<file path="src/hw/rtl/rrs_pkg.sv">
// rrs_pkg: shared types and constants for the reorder receiver with sack
// used by rrs_slot_table and reorder_receiver_with_sack; no dependencies

package rrs_pkg;

   // reorder window, a power of two so the slot is the low bits of the seq
   localparam int WINDOW    = 32;
   localparam int SLOT_W    = $clog2(WINDOW);
   localparam int MAX_LEN   = 1024;
   localparam int SACK_SPAN = 32;
   localparam int SPAN_W    = $clog2(SACK_SPAN + 1);

   localparam int SEQ_W = 32;
   localparam int REF_W = 16;
   localparam int LEN_W = 11;

   // result kinds on rsp_tuser
   localparam logic KIND_DELIVER = 1'b0;
   localparam logic KIND_ACK     = 1'b1;

   typedef struct packed {
      logic [LEN_W-1:0] len;
      logic [REF_W-1:0] pref;
      logic [SEQ_W-1:0] seq;
   } entry_type;

   // table control from the sequencer
   typedef struct packed {
      logic              ins_en;   // insert at wr_slot if the slot is free
      logic              clr_en;   // release wr_slot after a drain
      logic [SLOT_W-1:0] wr_slot;
      logic [SLOT_W-1:0] rd_slot;
   } tbl_ctl_type;

endpackage

</file>
<file path="src/hw/rtl/reorder_receiver_with_sack.sv">
// reorder_receiver_with_sack: selective-repeat receiver, in-order delivery and sack
// depends on rrs_pkg and rrs_slot_table
//
//   channel  dir  fields (lsb first)                          handshake
//   req_     in   tdata: seq_num, payload_ref, payload_len   tvalid/tready
//   rsp_     out  tdata: out_seq, out_ref, out_len, sack     tvalid/tready
//                 tuser: kind, tlast: last
//
// a packet is accepted and then classified; an in-order packet is delivered, and each
// buffered successor is then read and checked until a read misses or the window bound
// ends the drain; every packet that is not dropped then gets the sack scan (setup, one table
// read per bitmap bit through the single memory read port, the compare of the last read
// and a closing step) and the ack; an oversized packet is dropped with no ack
// reset is synchronous; it clears the state, the slot valid flags, next expected and the output and check valid flags
// a stalled rsp_ side holds the sequencer where it must emit; req_tready is low meanwhile

module reorder_receiver_with_sack (
   input  logic        clock,
   input  logic        reset,
   input  logic        req_tvalid,
   output logic        req_tready,
   input  logic [63:0] req_tdata,   // seq_num[31:0], payload_ref[47:32], payload_len[58:48]
   output logic        rsp_tvalid,
   input  logic        rsp_tready,
   output logic [95:0] rsp_tdata,   // out_seq[31:0], out_ref[47:32], out_len[58:48],
                                    // sack_bits[90:59]
   output logic        rsp_tuser,   // kind[0]
   output logic        rsp_tlast
);

   // sequencer states
   localparam logic [2:0] ST_IDLE     = 3'd0;
   localparam logic [2:0] ST_CLASS    = 3'd1;
   localparam logic [2:0] ST_DRAIN_RD = 3'd2;
   localparam logic [2:0] ST_DRAIN_CK = 3'd3;
   localparam logic [2:0] ST_SACK_INI = 3'd4;
   localparam logic [2:0] ST_SACK     = 3'd5;
   localparam logic [2:0] ST_ACK      = 3'd6;

   localparam int SEQ_W  = rrs_pkg::SEQ_W;
   localparam int SLOT_W = rrs_pkg::SLOT_W;
   localparam int SPAN_W = rrs_pkg::SPAN_W;

   logic [2:0] state_ff, state_in;

   // latched packet
   rrs_pkg::entry_type pkt_ff, pkt_in;

   // receive state
   logic [SEQ_W-1:0]  next_exp_ff, next_exp_in;
   logic [SLOT_W-1:0] drain_cnt_ff, drain_cnt_in;

   // sack scan: probe issues reads, chk compares in the following cycle
   logic [SEQ_W-1:0]  probe_ff, probe_in;
   logic [SPAN_W-1:0] scan_cnt_ff, scan_cnt_in;
   logic              chk_vld_ff, chk_vld_in;
   logic [SEQ_W-1:0]  chk_seq_ff, chk_seq_in;
   logic [rrs_pkg::SACK_SPAN-1:0] sack_ff, sack_in;

   // output register
   logic        rsp_vld_ff, rsp_vld_in;
   logic [95:0] rsp_data_ff, rsp_data_in;
   logic        rsp_kind_ff, rsp_kind_in;
   logic        rsp_last_ff, rsp_last_in;
   logic        out_free;

   // table interface
   rrs_pkg::tbl_ctl_type tbl_ctl;
   rrs_pkg::entry_type   tbl_rd;
   logic [SEQ_W-1:0]     cmp_seq;
   logic                 tbl_hit;

   // window test on the latched packet
   logic [SEQ_W-1:0] win_end;
   logic             in_order, in_window, too_long;

   assign win_end   = next_exp_ff + SEQ_W'(rrs_pkg::WINDOW);
   assign in_order  = (pkt_ff.seq == next_exp_ff);
   assign in_window = (pkt_ff.seq > next_exp_ff) && (pkt_ff.seq < win_end);
   assign too_long  = (pkt_ff.len > rrs_pkg::LEN_W'(rrs_pkg::MAX_LEN));

   assign out_free   = !rsp_vld_ff || rsp_tready;
   // no transfer is taken while reset is held
   assign req_tready = (state_ff == ST_IDLE) && !reset;

   // compare target: drain looks for next expected, the scan for the probed seq
   assign cmp_seq = (state_ff == ST_SACK) ? chk_seq_ff : next_exp_ff;

   always_comb begin
      state_in     = state_ff;
      pkt_in       = pkt_ff;
      next_exp_in  = next_exp_ff;
      drain_cnt_in = drain_cnt_ff;
      probe_in     = probe_ff;
      scan_cnt_in  = scan_cnt_ff;
      chk_vld_in   = 1'b0;
      chk_seq_in   = chk_seq_ff;
      sack_in      = sack_ff;
      rsp_vld_in   = rsp_vld_ff && !rsp_tready;
      rsp_data_in  = rsp_data_ff;
      rsp_kind_in  = rsp_kind_ff;
      rsp_last_in  = rsp_last_ff;

      tbl_ctl.ins_en  = 1'b0;
      tbl_ctl.clr_en  = 1'b0;
      tbl_ctl.wr_slot = pkt_ff.seq[SLOT_W-1:0];
      tbl_ctl.rd_slot = next_exp_ff[SLOT_W-1:0];

      unique case (state_ff)
         ST_IDLE: begin
            if (req_tvalid) begin
               pkt_in.seq  = req_tdata[31:0];
               pkt_in.pref = req_tdata[47:32];
               pkt_in.len  = req_tdata[58:48];
               state_in    = ST_CLASS;
            end
         end
         ST_CLASS: begin
            if (too_long) begin
               // oversized packet: dropped without an ack
               state_in = ST_IDLE;
            end else if (in_order) begin
               if (out_free) begin
                  rsp_vld_in   = 1'b1;
                  rsp_kind_in  = rrs_pkg::KIND_DELIVER;
                  rsp_last_in  = 1'b0;
                  rsp_data_in  = {37'd0, pkt_ff.len, pkt_ff.pref, pkt_ff.seq};
                  next_exp_in  = next_exp_ff + 1'b1;
                  drain_cnt_in = '0;
                  state_in     = ST_DRAIN_RD;
               end
            end else begin
               // early packet goes into its slot if free; duplicates fall through
               tbl_ctl.ins_en = in_window;
               state_in       = ST_SACK_INI;
            end
         end
         ST_DRAIN_RD: begin
            state_in = ST_DRAIN_CK;
         end
         ST_DRAIN_CK: begin
            if (!tbl_hit) begin
               state_in = ST_SACK_INI;
            end else if (out_free) begin
               rsp_vld_in      = 1'b1;
               rsp_kind_in     = rrs_pkg::KIND_DELIVER;
               rsp_last_in     = 1'b0;
               rsp_data_in     = {37'd0, tbl_rd.len, tbl_rd.pref, next_exp_ff};
               tbl_ctl.clr_en  = 1'b1;
               tbl_ctl.wr_slot = next_exp_ff[SLOT_W-1:0];
               next_exp_in     = next_exp_ff + 1'b1;
               drain_cnt_in    = drain_cnt_ff + 1'b1;
               // drain stops after window-1 buffered successors
               if (drain_cnt_ff == SLOT_W'(rrs_pkg::WINDOW - 2)) begin
                  state_in = ST_SACK_INI;
               end else begin
                  state_in = ST_DRAIN_RD;
               end
            end
         end
         ST_SACK_INI: begin
            probe_in    = next_exp_ff + 1'b1;
            scan_cnt_in = '0;
            sack_in     = '0;
            state_in    = ST_SACK;
         end
         ST_SACK: begin
            tbl_ctl.rd_slot = probe_ff[SLOT_W-1:0];
            if (scan_cnt_ff != SPAN_W'(rrs_pkg::SACK_SPAN)) begin
               probe_in    = probe_ff + 1'b1;
               scan_cnt_in = scan_cnt_ff + 1'b1;
               chk_vld_in  = 1'b1;
               chk_seq_in  = probe_ff;
            end
            // bits shift in from the top so the first probe lands in bit 0
            if (chk_vld_ff) begin
               sack_in = {tbl_hit, sack_ff[rrs_pkg::SACK_SPAN-1:1]};
            end
            if (scan_cnt_ff == SPAN_W'(rrs_pkg::SACK_SPAN) && !chk_vld_ff) begin
               state_in = ST_ACK;
            end
         end
         ST_ACK: begin
            if (out_free) begin
               rsp_vld_in  = 1'b1;
               rsp_kind_in = rrs_pkg::KIND_ACK;
               rsp_last_in = 1'b1;
               rsp_data_in = {5'd0, sack_ff, 27'd0, next_exp_ff};
               state_in    = ST_IDLE;
            end
         end
         default: begin
            state_in = ST_IDLE;
         end
      endcase
   end

   always_ff @(posedge clock) begin
      if (reset) begin
         state_ff    <= ST_IDLE;
         next_exp_ff <= '0;
         rsp_vld_ff  <= 1'b0;
         chk_vld_ff  <= 1'b0;
      end else begin
         state_ff    <= state_in;
         next_exp_ff <= next_exp_in;
         rsp_vld_ff  <= rsp_vld_in;
         chk_vld_ff  <= chk_vld_in;
      end
   end

   always_ff @(posedge clock) begin
      pkt_ff       <= pkt_in;
      drain_cnt_ff <= drain_cnt_in;
      probe_ff     <= probe_in;
      scan_cnt_ff  <= scan_cnt_in;
      chk_seq_ff   <= chk_seq_in;
      sack_ff      <= sack_in;
      rsp_data_ff  <= rsp_data_in;
      rsp_kind_ff  <= rsp_kind_in;
      rsp_last_ff  <= rsp_last_in;
   end

   rrs_slot_table u_table (
      .clock    (clock),
      .reset    (reset),
      .ctl      (tbl_ctl),
      .wr_entry (pkt_ff),
      .cmp_seq  (cmp_seq),
      .rd_entry (tbl_rd),
      .hit      (tbl_hit)
   );

   assign rsp_tvalid = rsp_vld_ff;
   assign rsp_tdata  = rsp_data_ff;
   assign rsp_tuser  = rsp_kind_ff;
   assign rsp_tlast  = rsp_last_ff;

endmodule

</file>
<file path="src/hw/rtl/rrs_slot_table.sv">
// rrs_slot_table: reorder slot memory with valid flags and the shared seq compare
// depends on rrs_pkg

module rrs_slot_table (
   input  logic                     clock,
   input  logic                     reset,
   input  rrs_pkg::tbl_ctl_type     ctl,
   input  rrs_pkg::entry_type       wr_entry,
   input  logic [rrs_pkg::SEQ_W-1:0] cmp_seq,
   output rrs_pkg::entry_type       rd_entry,
   output logic                     hit
);

   rrs_pkg::entry_type mem [rrs_pkg::WINDOW];

   logic [rrs_pkg::WINDOW-1:0] valid_ff;
   logic [rrs_pkg::WINDOW-1:0] valid_in;
   logic [rrs_pkg::SLOT_W-1:0] rd_slot_ff;
   rrs_pkg::entry_type         rd_entry_ff;
   logic                       do_ins;

   assign do_ins = ctl.ins_en && !valid_ff[ctl.wr_slot];

   always_comb begin
      valid_in = valid_ff;
      if (do_ins) begin
         valid_in[ctl.wr_slot] = 1'b1;
      end else if (ctl.clr_en) begin
         valid_in[ctl.wr_slot] = 1'b0;
      end
   end

   always_ff @(posedge clock) begin
      if (reset) begin
         valid_ff <= '0;
      end else begin
         valid_ff <= valid_in;
      end
   end

   // one write port, one registered read port
   always_ff @(posedge clock) begin
      if (do_ins) begin
         mem[ctl.wr_slot] <= wr_entry;
      end
      rd_entry_ff <= mem[ctl.rd_slot];
      rd_slot_ff  <= ctl.rd_slot;
   end

   assign rd_entry = rd_entry_ff;
   assign hit      = valid_ff[rd_slot_ff] && (rd_entry_ff.seq == cmp_seq);

endmodule

</file>
<file path="config.mk">
export PLATFORM = sky130hd
export DESIGN_NAME = reorder_receiver_with_sack
export DESIGN_NICKNAME = d
export VERILOG_FILES = /design/src/hw/rtl/rrs_pkg.sv /design/src/hw/rtl/reorder_receiver_with_sack.sv /design/src/hw/rtl/rrs_slot_table.sv
export SDC_FILE = /design/constraint.sdc
export NUM_CORES = 2
export LEC_CHECK = 0
export ABC_AREA = 1
export BUFFER_PORTS_ARGS = -buffer_cell sky130_fd_sc_hd__buf_2
export CAP_MARGIN = 5
export CORE_ASPECT_RATIO = 0.9
export CORE_UTILIZATION = 28
export CTS_CLUSTER_DIAMETER = 40
export DETAILED_ROUTE_END_ITERATION = 6
export PLACE_DENSITY = 0.53
export SYNTH_ARGS = -nofsm -noshare
export SYNTH_HDL_FRONTEND = slang
export SYNTH_HIERARCHICAL = 1
export SYNTH_SLANG_ARGS = --single-unit
</file>
<file path="constraint.sdc">
create_clock -name clock -period 16 [get_ports clock]
set_input_delay 4 -clock clock [delete_from_list [all_inputs] [get_ports clock]]
set_output_delay 4 -clock clock [all_outputs]
set_load 0.02 [all_outputs]
</file>
* Yosys cells after proc, flatten, opt, wreduce, memory -nomap -nowiden
Memory sizes are Yosys's and may differ from the RTL's. A register that Yosys moved wholly into a read port is not among the register bits. Index checks and enable logic that the tools add are counted.
Storage, ports and cells: logic and storage cells 153, memory bits (read-only) 0, bits of input ports 68, output and inout port bits 100, register bits 338, memory bits (writable) 1888, bits in latches 0, memories 1
Memories:
- u_table.mem | words 32, bits a word 59, read ports 1, clocked after memory_dff 1, write ports 1, line rrs_slot_table.sv:14 | rrs_pkg::entry_type mem [rrs_pkg::WINDOW];
Operators by class: equality and inequality tests 23, add/subtract/negate cells 5, shift operators 0, div/mod/pow operators 0, $mul 0, bitwise gates (word level) 4, mux-type cells 69, $lt $le $gt $ge 6, reductions and logical operators 28
Operators with widths (count):
- $mux W96 | 6
- $mux W32 | 9
- $pmux W96 S3 | 1
- $pmux W32 S2 | 3
- $add A32 B1 Y32 const B | 2
- $eq A32 B32 Y1 | 2
- $add A32 B6 Y32 const B | 1
- $and A32 B32 Y32 | 1
- $gt A32 B32 Y1 | 1
- $lt A32 B32 Y1 | 1
- $not A32 Y32 | 1
- $or A32 B32 Y32 | 1
- $mux W5 | 6
- $mux W3 | 9
- $mux W6 | 4
- $mux W1 | 22
- $pmux W3 S7 | 1
- $ne A2 B2 Y1 const B | 8
- $lt A5 B6 Y1 const B | 2
- $pmux W6 S2 | 1
- $gt A11 B11 Y1 const B | 1
- $bmux W1 S5 | 2
- $pmux W5 S2 | 1
- $reduce_and A5 Y1 | 2
- 26 further kinds | 47

* Longest topological paths before layout
depth in word-level cells 14, depth in mapped cells 32, depth with buffers taken out 27

* Hierarchy
The synthesis kept the hierarchy.
By module, submodules not included:
- rrs_slot_table | cells an instance 5742, instances 1, area each 78621.7 um2
- reorder_receiver_with_sack | cells an instance 1591, instances 1, area each 15018.2 um2

* Least setup slack after synthesis
No wires, ideal clock.
path type input to register, start point in rsp_tready, end point reg rsp_data_ff[0] (netlist: rsp_tdata[0]) (enable), cell stages on the path 4, slack 4966 ps, arrival 10382 ps, cells stage by stage nor2_1 > inv_1 > nor2_1 > nor3_1
On the way: word-level cells in the longest chain between the ends 3, elaborated cells between the ends (all ways) 5
Ends and longest elaborated chain:
- from (decl) | line reorder_receiver_with_sack.sv:24 | input logic rsp_tready,
- $logic_or A1 B1 Y1 (*) | line reorder_receiver_with_sack.sv:82 | assign out_free = !rsp_vld_ff || rsp_tready;
- $ne A2 B2 Y1 (no source line)
- $reduce_and A7 Y1 (no source line) (*)
- to (signal assigned) | line reorder_receiver_with_sack.sv:219 | rsp_data_ff <= rsp_data_in;
- to (decl) | line reorder_receiver_with_sack.sv:62 | logic [95:0] rsp_data_ff, rsp_data_in;
Every way passes the cells marked *; elsewhere a longest branch is shown, timed or not. A chain may end at the register's enable or synchronous reset.

* Worst setup path after layout
start point in reset, end point out req_tready
On the way: word-level cells in the longest chain between the ends 2
Ends and longest elaborated chain:
- from (decl) | line reorder_receiver_with_sack.sv:19 | input logic reset,
- $logic_not A1 Y1 | line reorder_receiver_with_sack.sv:84 | assign req_tready = (state_ff == ST_IDLE) && !reset;
- $logic_and A1 B1 Y1 | line reorder_receiver_with_sack.sv:84
- to (decl) | line reorder_receiver_with_sack.sv:21 | output logic req_tready,
Every way passes these cells.

==> run metrics <==
status finished, final reports clean; mapped cell area roughly 94000 µm²; Die Area 336700 µm²; num ports 168; routed vias 61109; total grt overflow 0; CP Class in2out; Setup Viol. Count Final 0; simple-gate portion of the synthesized area 0.1137; DRT antenna net count 0; placed inst area roughly 99000 µm²; chip width 611.6 µm; Remaining DRCs 0; placer congestion estimate 0.8766; Relative slew margins 0.1730; final WL 278800 µm; postcts setup bufs 0; register area share after synthesis 0.7169; Syn. warnings 6; clk_lat worst skew 0.87 ns; CTS clk-pin slew, worst paths around 0.05 ns; asr flop ratio synth 0; mux share of post-synthesis cell area 0.0002138; Max-Cap Viols 0; H-tree levels 5; Synth Flop Type edfxtp_1; Distinct cells, synth 45; pwr/cell area 155.9 nW/µm²; Fin Setup TNS 0 ns; Compound-Gate Fraction of Synth Area 0.1195; maximum vdd ir drop ~0.09 mV; fin. max-slew vios 0; Final Hold Viols 0; Routed WL per cell about 23 µm; vias in the first global route 60418; area of the core 333000 µm²; XOR/XNOR Fraction of Synth Area 0.008511; final setup skew ~0.054 ns; share of post-route cells with drive strength above 1 0.1332; global-route wire length before repair 405100 µm; initial core utilization 0.2812; initial antenna violation count 12; Post-synth EDFFs roughly 2100; maximum root-to-sink buffer count 4; Post-Synthesis Cells 7333; total power draw 17.40 mW; post-cts sizing count 0; top post-synthesis cells by area edfxtp_1 (69%), nor2_1 (5.1%), o221ai_1 (4.4%); Area growth syn-to-layout 19.20%; main combinational cell family by area after synthesis compound AO/OA/AOI/OAI gates; fmax ~0.11 GHz; fin crit period 9.079 ns; Post-Synth Adder-Cell Area 0.008819; Final #Nets approximately 7700; Rows 201; Tcrit/Tclk final 0.5674; Final Cell Area 111600 µm²; TritonCTS clock tree yes; worst-margin pin slew ~1.2 ns; hold crit path type reg2reg; RSZ-0062 raised after global routing no; CP Data Required Time 12.00 ns; drt initial violations roughly 5500; drt pass-1 iters 5; DP HPWL around 150000 µm; WHS 0.4760 ns; All-Layer GR Usage 0.1601; DIE HEIGHT 550.6 µm; clock buffer count from CTS approximately 360; area leader, netlist edfxtp_1; Worst EP arrival 5.08 ns; proportion of netlist area held by the largest area contributor 0.6885; Clk Tree Root Cell clkbuf_16; vias per inst 4.972; syn avg cell area about 13 µm²; largest net degree at the start of global routing 261; FF+latch count, synth 2280; IO buf count 157; CP Max Fanout 38; crit end category output port; Hold-fix buffers, CTS 0; startpoint types primary input; Clock Sinks 2280; LEAKAGE 37.02 nW
-- logic make-up after synthesis --
kind of cell	Yosys count
mux	2
other cells	1
simple gates	2567
flops	2280
xor+xnor	91
buf+inv	688
compound gates	1638
fa+ha+maj	66
-- through the flow --
| stage | setup WS [ns] | util | cells |
|---|---|---|---|
| 2_1_floorplan | 4.966 | - | 7337 |
| 3_3_place_gp | 6.574 | 0.2975 | 11618 |
| 3_5_place_dp | 6.492 | 0.2975 | 11618 |
| 4_1_cts | 6.894 | 0.3352 | 12287 |
| 5_1_grt | 6.861 | 0.3352 | 12288 |
| 6_report | 6.921 | 0.3352 | 12290 |
-- layout make-up --
class / instances / area (µm²)
clock buffer: 407 / 9467
multi-input combinational: 4369 / 23570
inverter: 208 / 892.1
clock inverter: 262 / 3069
tap: 4466 / 5588
fill: 32494 / 221400
antenna: 3 / 7.507
sequential: 2280 / 67130
timing repair buffer: 295 / 1884
-- cells in the final DEF, fill, tap and decap left out, types with 46 or more instances in the layout --
cell type and count:
clkinvlp_4 56, dfxtp_1 133, o21bai_1 474, nor2_1 1263, a21oi_1 103, nand2_1 849
inv_1 154, buf_4 133, clkbuf_16 369, o221ai_1 472, buf_2 157, o21ai_0 564
xor2_1 65, nand3_1 311, bufinv_16 46, edfxtp_1 2147, ha_1 66
-- per-layer routing --
metal / part of all wire / track usage / vias up
met5: 0.00015 / 0 / -
met3: 0.058 / 0.02177 / 488
li1: - / - / 27518
met1: 0.43 / 0.2177 / 31085
met4: 0.033 / 0.05330 / 6
met2: 0.48 / 0.2633 / 2012
-- where the power goes --
group	total, mW	internal, mW	switching (mW)
logic	2.46	0.709	1.75
clock network	7.98	5.06	2.92
registers	6.96	6.81	0.145
-- sequential cells by signal, indices dropped and copies added, names as in the netlist, named ones only --
signal and flops:
rsp_tvalid 1, pkt_ff 59, state_ff 3, chk_vld_ff 1, drain_cnt_ff 5, next_exp_ff 32
rsp_tdata 91, u_table/mem 1888, u_table/rd_entry 59, rsp_tlast 1, chk_seq_ff 32, scan_cnt_ff 6
rsp_tuser 1, probe_ff 32, u_table/rd_slot_ff 5, sack_ff 32
-- cell usage after synthesis (all sizes together) (4+ instances only) --
library cell,number
nor2,1279
a21oi,103
nand3,314
nand3b,6
xor2,65
buf,225
dfxtp,133
inv,208
nand2,860
ha,66
xnor2,26
nand4,52
clkbuf,255
o211ai,9
or2,4
nor3,46
o21bai,474
edfxtp,2147
o221ai,472
o21ai,572
-- critical path, stage by stage --
cell	delay [ns]
buf_2	0.72
nor2_1	0.15
buf_2	0.21
-- worst paths after layout --
| kind | cells after the start | to | slack, ns | start |
|---|---|---|---|---|
| worst max register to register | 29 | u_table/mem[20][36] | 7.74 | state_ff[0] |
| worst min-delay path | 2 | flip-flop | 0.48 | flip-flop |
| worst min register to register | 2 | flip-flop | 0.48 | flip-flop |
| worst max-delay path | 3 | req_tready | 6.92 | reset |
Power figures use the tool's default switching activity.
